$ cat config.mk
export PLATFORM = sky130hd
export DESIGN_NAME = bdq_cfg
export DESIGN_NICKNAME = d
export VERILOG_FILES = /design/src/rtl/core/bdq_pkg.sv /design/src/rtl/core/bdq_cfg.sv
export SDC_FILE = /design/constraint.sdc
export NUM_CORES = 1
export LEC_CHECK = 0
export ABC_AREA = 1
export BUFFER_PORTS_ARGS = -buffer_cell sky130_fd_sc_hd__buf_2
export CAP_MARGIN = 20
export CORE_UTILIZATION = 25
export CTS_CLUSTER_DIAMETER = 200
export DETAILED_ROUTE_END_ITERATION = 10
export GPL_TIMING_DRIVEN = 0
export PLACE_DENSITY_LB_ADDON = 0.1
export RECOVER_POWER = 50
export SETUP_SLACK_MARGIN = 0.4
export SYNTH_ARGS = -nofsm -noshare
export SYNTH_HDL_FRONTEND = slang
export SYNTH_SLANG_ARGS = --single-unit
$ cat constraint.sdc
create_clock -name aclk -period 1.2 [get_ports aclk]
set_clock_uncertainty 0.15 [all_clocks]
set_input_delay 0.24 -clock aclk [delete_from_list [all_inputs] [get_ports aclk]]
set_output_delay 0.24 -clock aclk [all_outputs]
set_load 0.01 [all_outputs]
$ cat src/rtl/core/bdq_pkg.sv
`timescale 1ns / 1ps
`default_nettype none

package bdq_pkg;

    // Ring geometry and field widths.
    localparam int DEPTH  = 1024;
    localparam int DATA_W = 32;
    localparam int IDX_W  = $clog2(DEPTH);
    localparam int CNT_W  = 11;
    localparam int KIND_W = 2;
    localparam int SUM_W  = ((IDX_W > CNT_W) ? IDX_W : CNT_W) + 1;

    // Configuration port.
    localparam int APB_AW = 3;
    localparam int APB_DW = 32;
    localparam logic CFG_IDX_CAPACITY = 1'b0;
    localparam logic [CNT_W-1:0] CAPACITY_RESET = CNT_W'(1024);

    // Operation codes.
    localparam logic [KIND_W-1:0] KIND_INS_FRONT = 2'd0;
    localparam logic [KIND_W-1:0] KIND_INS_BACK  = 2'd1;
    localparam logic [KIND_W-1:0] KIND_DEL_FRONT = 2'd2;
    localparam logic [KIND_W-1:0] KIND_DEL_BACK  = 2'd3;

    // Value reported for front and rear when the queue is empty.
    localparam logic signed [DATA_W-1:0] EMPTY_VALUE = -32'sd1;

    typedef struct packed {
        logic [KIND_W-1:0]        kind;
        logic signed [DATA_W-1:0] value;
    } in_item_t;

    typedef struct packed {
        logic                     ok;
        logic signed [DATA_W-1:0] front_value;
        logic signed [DATA_W-1:0] rear_value;
        logic                     empty_res;
        logic                     full_res;
        logic [CNT_W-1:0]         count;
    } out_item_t;

    // Ring position pos + off, where off stays below DEPTH.
    function automatic logic [IDX_W-1:0] ring_add(input logic [IDX_W-1:0] pos,
                                                  input logic [CNT_W-1:0] off);
        logic [SUM_W-1:0] sum;
        sum = SUM_W'(pos) + SUM_W'(off);
        if (sum >= SUM_W'(DEPTH)) begin
            sum = sum - SUM_W'(DEPTH);
        end
        return sum[IDX_W-1:0];
    endfunction

endpackage

`default_nettype wire

$ cat src/rtl/core/bdq_cfg.sv
`timescale 1ns / 1ps
`default_nettype none

module bdq_cfg import bdq_pkg::*; (
    input  wire logic              aclk,
    input  wire logic              aresetn,
    input  wire logic              psel,
    input  wire logic              penable,
    input  wire logic              pwrite,
    input  wire logic [APB_AW-1:0] paddr,
    input  wire logic [APB_DW-1:0] pwdata,
    output logic      [APB_DW-1:0] prdata,
    output logic                   pready,
    output logic      [CNT_W-1:0]  capacity
);

    logic [CNT_W-1:0] capacity_reg;
    logic [CNT_W-1:0] capacity_next;
    logic             wr_en;

    assign pready = 1'b1;
    assign wr_en  = psel && penable && pwrite && pready;

    // Capacity register, written in the access phase of a transfer.
    always_comb begin
        capacity_next = capacity_reg;
        if (wr_en && (paddr[2] == CFG_IDX_CAPACITY)) begin
            capacity_next = pwdata[CNT_W-1:0];
        end
    end

    always_ff @(posedge aclk) begin
        if (!aresetn) begin
            capacity_reg <= CAPACITY_RESET;
        end else begin
            capacity_reg <= capacity_next;
        end
    end

    // Read back; addresses beyond the register read as zero.
    always_comb begin
        prdata = '0;
        if (paddr[2] == CFG_IDX_CAPACITY) begin
            prdata = APB_DW'(capacity_reg);
        end
    end

    assign capacity = capacity_reg;

endmodule

`default_nettype wire

======== Word-level counts from Yosys, hierarchy flattened ========
Cells that the tools add are included.
storage, ports and cells
  flip-flop bits (word level) ............. 11
  input bits .............................. 40
  output and inout port bits .............. 44
  logic and storage cells ................. 6
cells by class
  multiplexer cells ....................... 1
  bitwise operators ....................... 1
  reduce and logical (&&, ||, !) cells .... 3
operator list
  kind               count
  11-bit 2-to-1 mux  1
  1-bit logical AND  3
  1-bit NOT          1

======== Longest topological paths before layout ========
Gate-level depths: netlist of run 1.
  depth after elaboration ................. 3
  depth in mapped cells ................... 6
  depth with buffers taken out ............ 5

======== Worst setup path before layout of run 1 ========
OpenSTA, ideal clock, no wires.
  path type ............................... reg-to-output
  start point ............................. reg capacity_reg[0], in the netlist capacity[0]
  end point ............................... out prdata[0]
  arrival time ............................ 0.581 ns
  data required time ...................... 0.810 ns
  slack ................................... 0.229 ns
  stages on the path, launching flop included .. 3
  path buffers ............................ 0
  path through ............................ dfxtp_1 inv_1 nor2_1
on the way
  cells in the longest elaborated chain, start to end .. 1
RTL lines
  element                   RTL line       text
  start: declaration        bdq_cfg.sv:17  logic [CNT_W-1:0] capacity_reg;
  start signal: assignment  bdq_cfg.sv:36  capacity_reg <= capacity_next;
  11-bit 2-to-1 mux         bdq_cfg.sv:43  if (paddr[2] == CFG_IDX_CAPACITY) begin
  end: declaration          bdq_cfg.sv:12  output logic [APB_DW-1:0] prdata,
Every way passes these cells.

======== Worst setup path in the final report of run 1 ========
  start point ............................. reg capacity_reg[2], in the netlist capacity[2]
  end point ............................... out prdata[2]
Same word-level chain as after synthesis.

==> results of run 1 <==
[worst paths after layout]
check / end / slack, ns / depth (start not counted)
worst max register to register: capacity[10]$_SDFFE_PN1P_ / 0.43 / 2
worst min-delay path: capacity[10]$_SDFFE_PN1P_ / 0.05 / 3
worst min register to register: capacity[8]$_SDFFE_PN0P_ / 0.34 / 2
worst max-delay path: prdata[2] / -0.04 / 3
[metal layers]
layer | wire (um) | GRT usage [%] | up-vias
met1 | 808 | 14.2 | 346
met2 | 998 | 24.1 | 34
met4 | 19 | 3.14 | 0
met5 | 0 | 0 | -
met3 | 109 | 3.00 | 2
li1 | - | - | 447
[what timing repair did]
| action | 4_1_cts | 5_1_grt |
|---|---|---|
| setup endpoints to repair | 33 | 33 |
| cloned | 2 | 0 |
| pin swaps | 18 | 6 |
| resized for setup | 34 | 7 |
| buffers inserted | 4 | 3 |
[power by group]
part	switching [mW]	total (mW)	internal (mW)
Combinational	0.162	0.332	0.170
Sequential	0.0127	0.393	0.380
Clock	0.119	0.247	0.128
[cell families after synthesis]
kind of cell,after synthesis
compound gates,1
buf+inv,49
flops,11
other cells,2
simple gates,57
[cells in the mapped netlist (all sizes together)]
cell   count
dfxtp     11
o21ai      1
nand2     13
inv       24
nand3     11
buf       25
nor2      33
conb       2
[worst max-delay path, cell delays in order, from the launching register on]
cell	delay [ns]
dfxtp_2	0.36
inv_2	0.05
nor2_4	0.07
buf_6	0.10
[cell type report]
class / instances / area, um^2
inverters: 24 / 92.6
plain buffers: 25 / 195
repair buffers: 46 / 428
flip-flops and latches: 11 / 234
fillers: 292 / 1290
clock buffers: 4 / 26.3
well taps: 31 / 38.8
multi-input cells: 81 / 472
[stage by stage]
stage	hold WS, ns	power (mW)	instance area (um^2)
global placement	0.300	0.660	1190
floorplan	0.203	0.591	961
detailed placement	0.309	0.663	1190
global route	0.0488	1.04	1490
finish	0.0492	0.972	1490
CTS	0.0438	0.984	1460
==> results.yml, run 1 <==
place:
  gp_congestion: 0.741
  io_buffer_count: 38
  post-place-cells: 209
  hpwl_um: 1370
  pre_cts_slack_ns: -0.103
clocking:
  cts_inserted_buffers: 3
  cts_root_buf: "clkbuf_4"
  cts_tree: "done"
  clkTransAtPathRegs_ns: 0.07
  max-clock-path-buffers: 2
  insertion_delay_ns: 0.25
  cts_num_sinks: 11
  cts-htree-levels: 1
  hold_buffers: 0
sta:
  rsz0062_at_grt: "yes"
  hold_viol_final: 0
  drv_slew: 0
  post-route-period-util_pct: 103
  setup_viol: 14
  tns_ns: -0.251
  period_minus_slack_ns: 1.24
  finalWorstSetupSlack_ns: -0.0360
  fmax_ghz: 0.809
drt:
  routed_via_density: 3.73
  vias: 829
  wirelength_um: 1940
  drcViolationCount: 0
  post_drt_wl_per_cell_um: 8.72
  drt_iter0_markers: 4
  antenna_left: 0
  drt_pass1_iterations: 3
run:
  drv_cap: 0
grt:
  overflow: 0
  antenna_found_initial: 0
  grt_pass1_wl_um: 3180
  grt_usage_pct: 12.8
  grt_pass1_vias: 770
  grt_max_degree: 11
hold_path:
  hold_path_class: "in2reg"
  holdCritStartpoint: "pwdata[10]"
setup_path:
  critPathLaunch: "capacity[2]$_SDFFE_PN0P_"
  crit_path_end_kind: "output pin"
  r2r-start: "capacity[10]$_SDFFE_PN1P_"
  startpoint_type: "flip-flop"
  critPathArrivalTime_ns: 0.85
  worstPathMaxFanout: 3
  critical_path_class: "reg2out"
  worstPathRequired_ns: 0.81
yosys:
  yosysTopAreaCell: "dfxtp_1"
  synthTopCellsByArea: "dfxtp_1, buf_4, nor2_1, inv_1, nand3_1"
  synthMuxAreaShare_pct: 0
  synth_area_um2: 739
  synth_compound_area_share_pct: 0.677
  synthXorXnorAreaFrac_pct: 0
  syn_inst: 120
  synth_warnings: 0
  synth_top_family_by_area: "buffers and inverters"
  synth_seq_cells: 11
  netlist-cell-type-count: 13
  synth-simple-area-share_pct: 31.8
  synth_top_area_share_pct: 29.8
  ys_seq_area_share_pct: 29.8
  synthAdderAreaFrac_pct: 0
  syn_avg_cell_area_um2: 6.16
cells_and_area:
  drive_above_1_share_pct: 62.8
  layout_common_cells: "buf_6, buf_4, conb_1"
  area_growth_pct: 101
  num_antenna_cells: 0
  largest_register_ff_count: 11
  final_nets: 232
  final_common_cell: "buf_6"
  utilization_pct: 53.4
  final_cells: 222
die:
  coreArea_mm2: 0.00278
  io_pins: 84
  initial_core_util_pct: 26.6
  die_x_um: 56.4
  die_area_mm2: 0.00318
  num_rows: 19
  dieHeight_um: 56.4
pwr:
  peakVddDrop_uv: 452
  powerDensity_mw_per_mm2: 654
  power.leakage_nw: 0.774
status:
  status: "finished with violations"
  violations: "negative setup slack"
No activity file was read; power rests on OpenSTA's default activity.
==> inputs of run 2 (changes only) <==
--- a/config.mk
+++ b/config.mk
@@ -15,6 +15,7 @@
 export PLACE_DENSITY_LB_ADDON = 0.1
 export RECOVER_POWER = 50
 export SETUP_SLACK_MARGIN = 0.4
+export SKIP_LAST_GASP = 1
 export SYNTH_ARGS = -nofsm -noshare
 export SYNTH_HDL_FRONTEND = slang
 export SYNTH_SLANG_ARGS = --single-unit
==> run 2 against run 1 <==
Compared with the run above: the run still ends with negative setup slack left; register-to-register slack is essentially flat; core utilization fell by 1.3 points; non-clock buffer count unchanged.
==> results.yml, run 2 (synthesized netlist as in run 1, its figures left out) <==
cells_and_area:
  largest_register_ff_count: 11
  drive_above_1_share_pct: 62.3
  finalInstanceArea_mm2: 0.00145
  final_cells: 222
  multi_input_area_um2: 458
  area_growth_pct: 96.3
  layout_common_cells: "buf_4, buf_6, conb_1"
  regArea_um2: 234
  final_nets: 232
  n_fill_cell: 292
  final_common_cell: "buf_4"
  num_antenna_cells: 0
die:
  coreArea_mm2: 0.00278
  dieHeight_um: 56.4
  die_x_um: 56.4
  io_pins: 84
  die_area_mm2: 0.00318
  num_rows: 19
  initial_core_util_pct: 26.6
clocking:
  cts-htree-levels: 1
  cts_root_buf: "clkbuf_4"
  max-clock-path-buffers: 2
  hold_buffers: 0
  cts_num_sinks: 11
  clkTransAtPathRegs_ns: 0.07
  cts_tree: "done"
  insertion_delay_ns: 0.25
  cts_inserted_buffers: 3
setup_path:
  r2r.worst_path.cells: 2
  reg2reg_slack_ns: 0.42
  worstPathRequired_ns: 0.81
  critPathArrivalTime_ns: 0.85
  critPathMaxStageDelay_ns: 0.36
  startpoint_type: "flip-flop"
  critical_path_class: "reg2out"
  crit_slowest_cell: "dfxtp_2"
  crit_path_end_kind: "output pin"
  worstPathMaxFanout: 3
  path_cells: "inv_2, nor2_4, buf_6"
sta:
  finalWorstSetupSlack_ns: -0.0351
  hold_viol_final: 0
  setup_viol: 14
  post-route-period-util_pct: 103
  period_minus_slack_ns: 1.24
  rsz0062_at_grt: "yes"
  drv_slew: 0
  fmax_ghz: 0.810
pwr:
  powerDensity_mw_per_mm2: 659
  power_mw: 0.957
  power.leakage_nw: 0.772
  peakVddDrop_uv: 449
hold_path:
  hold_path_class: "in2reg"
  min_path_cells: 3
drt:
  drcViolationCount: 0
  drt_iter0_markers: 6
  post_drt_wl_per_cell_um: 8.76
  drt_pass1_iterations: 3
  wirelength_um: 1950
  vias: 826
  routed_via_density: 3.72
  antenna_left: 0
place:
  placed_area_mm2: 0.00119
  post-place-cells: 209
  hpwl_um: 1370
  io_buffer_count: 38
  gp_congestion: 0.741
status:
  status: "finished with violations"
  violations: "negative setup slack"
grt:
  grt_usage_pct: 12.8
  overflow: 0
  grt_max_degree: 11
  antenna_found_initial: 0
  grt_pass1_wl_um: 3190
  grt_pass1_vias: 770
run:
  drv_cap: 0
[run 2: cell count changes in the layout (fill, tap and decap cells not counted), sizes merged]
cell | before | now
buf | 70 | 68
clkbuf | 5 | 7
[run 2: worst paths after layout]
| kind | start | to |
|---|---|---|
| worst min-delay path | pwdata[10] | capacity[10]$_SDFFE_PN1P_ |
| worst max-delay path | capacity[2]$_SDFFE_PN0P_ | prdata[2] |
| worst min register to register | capacity[8]$_SDFFE_PN0P_ | capacity[8]$_SDFFE_PN0P_ |
| worst max register to register | capacity[10]$_SDFFE_PN1P_ | capacity[10]$_SDFFE_PN1P_ |
[run 2: worst max-delay path: cells and delay by family (launching register included)]
kind | cells | cell delay (ns)
AND/OR/NAND/NOR | 1 | 0.07
flip-flops | 1 | 0.36
buffers and inverters | 2 | 0.15
[run 2: final cells by class]
class                           instances  share of cell area [%]
Tap cell                               31                    2.67
Buffer                                 25                    13.4
Timing Repair Buffer                   46                    28.2
Clock buffer                            4                    1.81
Sequential cell                        11                    16.1
Multi-Input combinational cell         81                    31.6
Inverter                               24                    6.21
[run 2: what timing repair did]
action / CTS / global route
gates cloned: 2 / 0
resized for setup: 34 / 5
setup buffers: 4 / 3
setup endpoints to repair: 33 / 33
pin swaps: 16 / 4
[run 2: layer usage]
metal | GRT usage [%] | vias to the layer above | share of wire [%]
li1 | - | 446 | -
met1 | 14.1 | 344 | 42
met2 | 24.5 | 34 | 51
met3 | 3.00 | 2 | 5.6
met4 | 3.14 | 0 | 0.98
met5 | 0 | - | 0
[run 2: power by group]
| group | switching, mW | internal [mW] |
|---|---|---|
| combinational | 0.156 | 0.162 |
| sequential | 0.0127 | 0.380 |
| clock | 0.117 | 0.128 |
[run 2: per-stage QoR]
step	hold WS, ns	setup TNS [ns]	util [%]	setup WS (ns)
after floorplan	0.203	0	-	0.306
after global placement	0.300	-0.886	42.8	-0.0902
after detailed placement	0.309	-0.999	42.8	-0.103
after CTS	0.0438	-0.402	52.6	-0.0386
after global routing	0.0474	-1.10	52.2	-0.0729
final	0.0509	-0.228	52.2	-0.0351
==> inputs of run 3 (changes only) <==
--- a/config.mk
+++ b/config.mk
@@ -5,7 +5,6 @@
 export SDC_FILE = /design/constraint.sdc
 export NUM_CORES = 1
 export LEC_CHECK = 0
-export ABC_AREA = 1
 export BUFFER_PORTS_ARGS = -buffer_cell sky130_fd_sc_hd__buf_2
 export CAP_MARGIN = 20
 export CORE_UTILIZATION = 25
==> run 3 against run 2 <==
Compared with the run above: the flow still finishes with violations (negative setup slack); critical endpoint is now prdata[7]; synthesized cell count down 30%; non-clock buffer count increased by 3; sequential share of layout area grew 1.2 points; final area shrank 7.2%; critical path depth is 1 lower; wire length decreased by 7.9%; sequential power fell by 3%; clock-buffer cell count stayed put; power down 8.8%; synthesized area down 4.1%; die area is 3.9% lower; largest power group unchanged.
==> results.yml, run 3 <==
clocking:
  max-clock-path-buffers: 2
  cts_inserted_buffers: 3
  cts_num_sinks: 11
  clkTransAtPathRegs_ns: 0.07
  cts_tree: "done"
  insertion_delay_ns: 0.26
  cts_root_buf: "clkbuf_4"
  hold_buffers: 0
  cts-htree-levels: 1
run:
  drv_cap: 0
pwr:
  switching_share_pct: 27.1
  power_frac_seq_pct: 43.6
  combPwrFrac_pct: 27.5
  p_clk_share_pct: 28.9
  power.leakage_nw: 0.675
  powerDensity_mw_per_mm2: 648
  switchingPower_mw: 0.237
  power_mw: 0.873
  peakVddDrop_uv: 316
  power.internal_mw: 0.636
place:
  gp_congestion: 0.709
  io_buffer_count: 38
  hpwl_um: 1250
die:
  dieHeight_um: 55.3
  initial_core_util_pct: 27.6
  io_pins: 84
  die_area_mm2: 0.00305
  die_x_um: 55.3
  num_rows: 18
  coreArea_mm2: 0.00257
yosys:
  synth_area_um2: 709
  netlist-cell-type-count: 10
  async_flop_share_pct: 0
  synthMuxAreaShare_pct: 15.5
  synth_compound_area_share_pct: 0
  synth_top_area_share_pct: 31.0
  synth-main-ff-cell: "dfxtp_1"
  synth_top_family_by_area: "buffers and inverters"
  synth_most_common_cell: "buf_4"
  syn_avg_cell_area_um2: 8.45
  syn_inst: 84
  synth_seq_cells: 11
  synthAdderAreaFrac_pct: 0
  ys_seq_area_share_pct: 31.0
  synthTopCellsByCount: "buf_4, nand2_1, nor2b_1"
  synth-edff-count: 0
  synth-simple-area-share_pct: 24.2
  synth_warnings: 0
  synthXorXnorAreaFrac_pct: 0
  synthTopCellsByArea: "dfxtp_1, buf_4, mux2i_1, nand2_1, nor2b_1"
  yosysTopAreaCell: "dfxtp_1"
sta:
  finalWorstSetupSlack_ns: -0.0433
  period_minus_slack_ns: 1.24
  hold_viol_final: 0
  fmax_ghz: 0.804
  setup_viol: 12
  post-route-period-util_pct: 104
  drv_slew: 0
  rsz0062_at_grt: "yes"
grt:
  grt_usage_pct: 11.9
  antenna_found_initial: 0
  grt_pass1_wl_um: 2820
  overflow: 0
  grt_max_degree: 11
  grt_pass1_vias: 625
cells_and_area:
  drive_above_1_share_pct: 61.5
  regArea_um2: 234
  final_nets: 197
  layout_common_cells: "buf_4, buf_6, conb_1"
  num_antenna_cells: 0
  multi_input_area_um2: 435
  largest_register_ff_count: 11
  area_growth_pct: 89.9
  utilization_pct: 52.5
  final_common_cell: "buf_4"
  n_fill_cell: 251
drt:
  drt_iter0_markers: 4
  vias: 697
  drt_pass1_iterations: 2
  antenna_left: 0
  drcViolationCount: 0
  post_drt_wl_per_cell_um: 9.63
  wirelength_um: 1790
  routed_via_density: 3.75
hold_path:
  hold_path_class: "in2reg"
setup_path:
  worstPathRequired_ns: 0.81
  critPathMaxStageDelay_ns: 0.35
  worstPathMaxFanout: 3
  path_cells: "nor2b_4, buf_6"
  crit_path_end_kind: "output pin"
  startpoint_type: "flip-flop"
  crit_slowest_cell: "dfxtp_2"
  worst-path-buf-inv: 1
  reg2reg_slack_ns: 0.29
  critPathArrivalTime_ns: 0.85
  critical_path_class: "reg2out"
  critPathTopFamily: "flip-flops"
status:
  status: "finished with violations"
  violations: "negative setup slack"
## run 3: cell types whose count changed in the layout (fill, tap and decap cells not counted), moves of 11 or more
cell,before,now
nor2_4,12,0
mux2i_1,0,11
nor2_1,21,0
inv_2,14,0
## run 3: worst paths after layout
kind,from,to,cells past startpoint
setup / recovery,capacity[7]$_SDFFE_PN0P_,prdata[7],2
hold / removal,pwdata[9],capacity[9]$_SDFFE_PN0P_,3
setup reg to reg,capacity[2]$_SDFFE_PN0P_,capacity[2]$_SDFFE_PN0P_,4
hold reg to reg,capacity[4]$_SDFFE_PN0P_,capacity[4]$_SDFFE_PN0P_,2
## run 3: cells by family (layout without fill, tap and decap cells)
family,Yosys count,count (layout)
mux,11,11
simple gates,34,34
buf+inv,26,78
other cells,2,22
flops,11,11
## run 3: layout make-up
type	count	share of cell area (%)
Multi-Input combinational cell	67	32.3
Timing Repair Buffer	48	30.7
Sequential cell	11	17.4
Buffer	26	14.9
Tap cell	30	2.79
Clock buffer	4	1.95
## run 3: what timing repair did
| item | in CTS | in global routing |
|---|---|---|
| endpoints found under the setup margin | 33 | 33 |
| setup buffers | 6 | 3 |
| gates resized for setup | 31 | 7 |
| cloned | 1 | 0 |
| pin swaps | 0 | 0 |
| endpoints found under the hold margin | 0 | 0 |
## run 3: power groups by stage
| stage | sequential [mW] | combinational (mW) | clock, mW |
|---|---|---|---|
| floorplan | 0.391 | 0.153 | 0 |
| global placement | 0.387 | 0.208 | 0 |
| detailed placement | 0.387 | 0.210 | 0 |
| CTS | 0.380 | 0.243 | 0.268 |
| global route | 0.382 | 0.261 | 0.290 |
| finish | 0.381 | 0.240 | 0.252 |
## run 3: per-layer routing
metal  up-vias  track usage (%)  part of all wire, %
li1        360                -                    -
met1       298             14.4                   43
met2        37             18.9                   48
met3         2             1.87                  7.3
met4         0             8.57                  1.5
met5         -                0                    0
## run 3: through the flow
step	instances	worst slack, ns	hold WS [ns]	TNS, ns	area, um^2
final	186	-0.0433	0.0623	-0.390	1350
after global routing	186	-0.103	0.0443	-1.11	1350
after CTS	183	-0.0545	0.0492	-0.550	1340
after detailed placement	172	-0.0827	0.312	-0.740	1100
after global placement	172	-0.0595	0.302	-0.580	1100
after floorplan	104	0.117	0.225	0	876
## run 3: worst min-delay path, cell delays in order
cell and delay (ns):
buf_2 0.10, nand2_1 0.05, mux2i_1 0.05
